==> src/hdl/mac_pkg.sv <==
// shared types and constants for the moving average cross detector
// no dependencies
`default_nettype none
package mac_pkg;
    localparam int SUM_BITS = 42;
    localparam int WIN_BITS = 11;
    localparam int CNT_BITS = 32;
    localparam int DATA_BITS = 32;

    typedef struct packed {
        logic accept;
        logic load;
        logic compare;
        logic div_start;
    } mac_cmd_t;

    typedef struct packed {
        logic div_done;
    } mac_sts_t;
endpackage
`default_nettype wire

==> src/hdl/mac_ctrl.sv <==
// sequencer for accept, store update, compare, divide and result transfer
// depends on mac_pkg
`default_nettype none
module mac_ctrl (
    input  wire logic          aclk,
    input  wire logic          aresetn,
    input  wire logic          s_tvalid,
    output logic               s_tready,
    output logic               m_tvalid,
    input  wire logic          m_tready,
    output mac_pkg::mac_cmd_t  cmd,
    input  wire mac_pkg::mac_sts_t sts
);
    typedef enum logic [2:0] {
        ST_IDLE, ST_LOAD, ST_CMP, ST_DIV, ST_OUT
    } state_t;

    state_t state_reg;

    always_ff @(posedge aclk) begin
        if (!aresetn) begin
            state_reg <= ST_IDLE;
        end else begin
            unique case (state_reg)
                ST_IDLE: if (s_tvalid) state_reg <= ST_LOAD;
                ST_LOAD: state_reg <= ST_CMP;
                ST_CMP:  state_reg <= ST_DIV;
                ST_DIV:  if (sts.div_done) state_reg <= ST_OUT;
                ST_OUT:  if (m_tready) state_reg <= ST_IDLE;
                default: state_reg <= ST_IDLE;
            endcase
        end
    end

    assign s_tready      = (state_reg == ST_IDLE);
    assign m_tvalid      = (state_reg == ST_OUT);
    assign cmd.accept    = s_tready && s_tvalid;
    assign cmd.load      = (state_reg == ST_LOAD);
    assign cmd.compare   = (state_reg == ST_CMP);
    assign cmd.div_start = (state_reg == ST_CMP);
endmodule
`default_nettype wire

==> config.mk <==
export PLATFORM = sky130hd
export DESIGN_NAME = mac_ctrl
export DESIGN_NICKNAME = d
export VERILOG_FILES = /design/src/hdl/mac_pkg.sv /design/src/hdl/mac_ctrl.sv
export SDC_FILE = /design/constraint.sdc
export NUM_CORES = 1
export LEC_CHECK = 0
export ABC_CLOCK_PERIOD_IN_PS = 3300
export BUFFER_PORTS_ARGS = -buffer_cell sky130_fd_sc_hd__buf_4
export CAP_MARGIN = 5
export CORE_AREA = 2 2 39 41
export CTS_BUF_LIST = sky130_fd_sc_hd__clkbuf_4
export DETAILED_ROUTE_END_ITERATION = 10
export DIE_AREA = 0 0 41 43
export MAX_ROUTING_LAYER = met4
export PLACE_DENSITY = 0.42
export SETUP_SLACK_MARGIN = 0.15
export SYNTH_ARGS = -nofsm -noshare
export SYNTH_HDL_FRONTEND = slang
export SYNTH_SLANG_ARGS = --single-unit
==> constraint.sdc <==
create_clock -name aclk -period 3.3 [get_ports aclk]
set_clock_uncertainty 0.1 [all_clocks]
set_input_delay 0.495 -clock aclk [delete_from_list [all_inputs] [get_ports aclk]]
set_output_delay 0.495 -clock aclk [all_outputs]
set_load 0.01 [all_outputs]
==> impl.org <==
** Cells and area
- The layout has 147 filler cells.
- The final layout contains 38 nets.
- Antenna Cells :: 0
- Across the whole layout, storage elements account for 60.1 sq um.
- Summing all multi-input logic gate instances after layout gives 101 sq um.
- Measured on the finished design, the core utilization comes to 0.207.
- The finished cells cover 287 sq um.
- Flip-flop count of the largest register, all copies and words added :: 3
- From synthesis to final layout, the design area changed by 49.7%.
- Fraction of final layout cells sized beyond drive strength 1 :: 0.469

** STA
- Worst hold margin :: 0.412 ns
- Highest clock frequency the design can meet :: 571 MHz
- Normalized max-slew margin :: 0.823
- Setup repair after global routing left no endpoint under its margin.
- Number of endpoints with negative hold slack in the final report :: 0
- Setup total negative slack on the finished layout was measured at 0 ns.
- Fin crit period :: 1.75 ns
- Slew @ Worst Pin :: 0.265 ns
- Final number of max-transition violations :: 0
- Of the available clock period, the critical path in the final layout requires 0.530.
- Setup violations remaining at the end of the flow were counted as 0.

** Setup path
- Data on the critical path arrives at its endpoint at 1.15 ns.
- Reg-to-reg endpoint :: state_reg[2]
- R2r setup slk :: 2.11 ns
- Critical path endpoint category :: output port
- Largest fanout on the critical path :: 10
- At the worst endpoint, the required time is 2.70 ns.
- The worst register-to-register path begins at state_reg[0].
- STA classifies the critical path startpoint as a flip-flop.
- Measured in cells, the most critical reg-to-reg path has a length of 2.
- Startpoint-to-endpoint class of the critical path :: flip-flop to output port

** Floorplan
- Core outline area :: 0.00138 sq mm
- Standard-cell rows :: 14
- The die covers 0.00176 sq mm.
- DIE WIDTH :: 41 microns
- I/O pin cnt :: 11
- The die is 43 microns tall.
- For this configuration, the core starts out at a cell density of 0.138.

** Hold path
- Instance count along the most critical hold path :: 2
- Hold path start :: aresetn
- Worst Hold Endpoint :: state_reg[2]
- Class of the tightest hold or removal check :: input pin to flip-flop

** CTS
- Clock tree buffer depth :: 2
- TritonCTS built the clock tree.
- Number of buffers inserted by post-CTS setup repair :: 0
- Sinks on the clock net :: 3
- After clock tree synthesis, the flow added hold-fix buffers numbering 0.
- Clock root cell :: sky130_fd_sc_hd__clkbuf_4
- Cells resized by post-CTS repair :: 0
- Maximum level of the CTS H-tree :: 1
- Clock tree synthesis inserted a total of 3 buffers.
- After clock tree synthesis, the clock-pin slew on the worst setup and hold paths is 0.04 ns.
- Clock latency on the worst-skew pair, taken at its later pin, is 0.23 ns.

** Route
- Detailed routing inserted a total of 181 vias.
- In the routed layout, each cell is associated on average with a via count of 3.77.
- Antenna Violating Nets Remaining :: 0
- Total Wirelength :: 418 microns
- The first TritonRoute pass finished after 3 iterations.
- After detailed routing, the number of remaining DRC violations is 0.
- In this run, the number of DRC markers left after iteration 0 of detailed routing was 2.
- Dividing the detail-routed wire length by the instance count gives 8.71 microns.

** Placed design
- Detailed placement ended at an HPWL of 298 microns.
- Gpl congestion :: 0.661
- In this run the cell area measured after placement is 256 sq um.
- IO buf count :: 10

** Logic synthesis
- Dominant cells by area after synthesis :: sky130_fd_sc_hd__dfxtp_1, sky130_fd_sc_hd__buf_6, sky130_fd_sc_hd__nor3b_1, sky130_fd_sc_hd__nand2b_1, sky130_fd_sc_hd__nor3_1
- Counting every net in the synthesized netlist gives 26.
- The synthesized design spends more area on one cell type than any other, namely sky130_fd_sc_hd__dfxtp_1.
- Counting flops with an async set or reset pin after synthesis yields a share of 0.
- After synthesis, the netlist uses 14 different library cells.
- Dividing the synthesized area by the synthesized cell count gives 9.12 sq um.
- Count of flip-flops with a built-in enable after synthesis :: 0
- Most frequent cells after synthesis :: sky130_fd_sc_hd__dfxtp_1, sky130_fd_sc_hd__nor3b_1, sky130_fd_sc_hd__buf_6, sky130_fd_sc_hd__nand2b_1, sky130_fd_sc_hd__nor3_1
- The cell area that synthesis handed to floorplanning was 191 sq um.
- Synth top area share :: 0.314
- Synthesis produced 21 cells.
- Flip-flop cell with the highest count after synthesis :: sky130_fd_sc_hd__dfxtp_1
- For this run, the register share of the synthesized area comes to 0.314.
- The Yosys step of the flow raised 0 warnings.
- Register bit total from synthesis :: 3

** Global routing
- In the global route stage, overall resource usage came out at 0.0719.
- The total overflow left after global routing is 0.
- The number of antenna violations at the first check in global routing came to 0.
- Global-route wire length before repair :: 703 microns
- Vias in the first global route :: 163
- Largest net degree at the start of global routing :: 11

** Pwr
- The share of total power dissipated in the clock network is 0.494.
- Overall power consumption after layout is estimated at 0.148 mW.
- In this run the static leakage power is 0.124 nW.
- Cell Pwr Density :: 516 mW/mm^2
- Of the total power, combinational logic draws 0.201.
- Psw :: 0.0371 mW
- Internal power comes to 0.111 mW.
- Switching Fraction :: 0.251
- The worst-case IR drop observed on VDD is 0.000187 V.
- Part of the total power dissipated in sequential elements :: 0.305

** Job
- Max-cap violations in this run came to 0.

** Run status
- Result of the run :: finished clean
-- layout by cell type (no fill, tap or decap), types with 2 or more instances in the layout --
| master | Yosys | layout |
|---|---|---|
| sky130_fd_sc_hd__nor3_1 | 2 | 2 |
| sky130_fd_sc_hd__nand2b_1 | 2 | 2 |
| sky130_fd_sc_hd__nor3b_1 | 3 | 3 |
| sky130_fd_sc_hd__buf_4 | 1 | 10 |
| sky130_fd_sc_hd__clkbuf_4 | 0 | 4 |
| sky130_fd_sc_hd__dfxtp_1 | 3 | 3 |
-- critical path: stages, from the launching register on --
cell and delay, ns:
sky130_fd_sc_hd__dfxtp_1 0.46, sky130_fd_sc_hd__nor3b_1 0.29, sky130_fd_sc_hd__buf_4 0.17
-- kinds of logic after synthesis --
group           share of synthesized area
compound gates                      0.105
buf+inv                             0.157
flops                               0.314
simple gates                        0.425
-- area by class of cell --
class                   instances  share of cell area
clock buffers                   4               0.105
well taps                      16              0.0699
multi-input cells              15               0.354
repair buffers                 10               0.262
flip-flops and latches          3               0.210
-- routing by layer --
metal,vias to the layer above,track usage,routed length [microns]
li1,94,-,-
met5,-,-,0
met3,2,0.0785,79
met2,13,0.0656,133
met1,72,0.0801,196
met4,0,0.0600,8
-- worst max path at each step --
stage	from	to	cells past startpoint
6_report	state_reg[1]	cmd[0]	2
2_1_floorplan	state_reg[1]	cmd[1]	3
3_5_place_dp	state_reg[1]	cmd[0]	2
3_3_place_gp	state_reg[1]	cmd[0]	2
4_1_cts	state_reg[1]	cmd[0]	2
5_1_grt	state_reg[0]	cmd[3]	3
-- metrics by stage --
stage          setup slack [ns]  std cells
2_1_floorplan              1.71         21
3_3_place_gp               1.81         44
3_5_place_dp               1.80         44
4_1_cts                    1.53         48
5_1_grt                    1.45         48
6_report                   1.55         48
-- power by group through the flow --
stage	logic, mW	registers, mW	clock network [mW]
floorplan	0.0244	0.0411	0
global placement	0.0301	0.0454	0
detailed placement	0.0301	0.0455	0
CTS	0.0303	0.0449	0.0757
global route	0.0330	0.0461	0.0810
finish	0.0298	0.0450	0.0730
(Power assumes the default switching activity.)
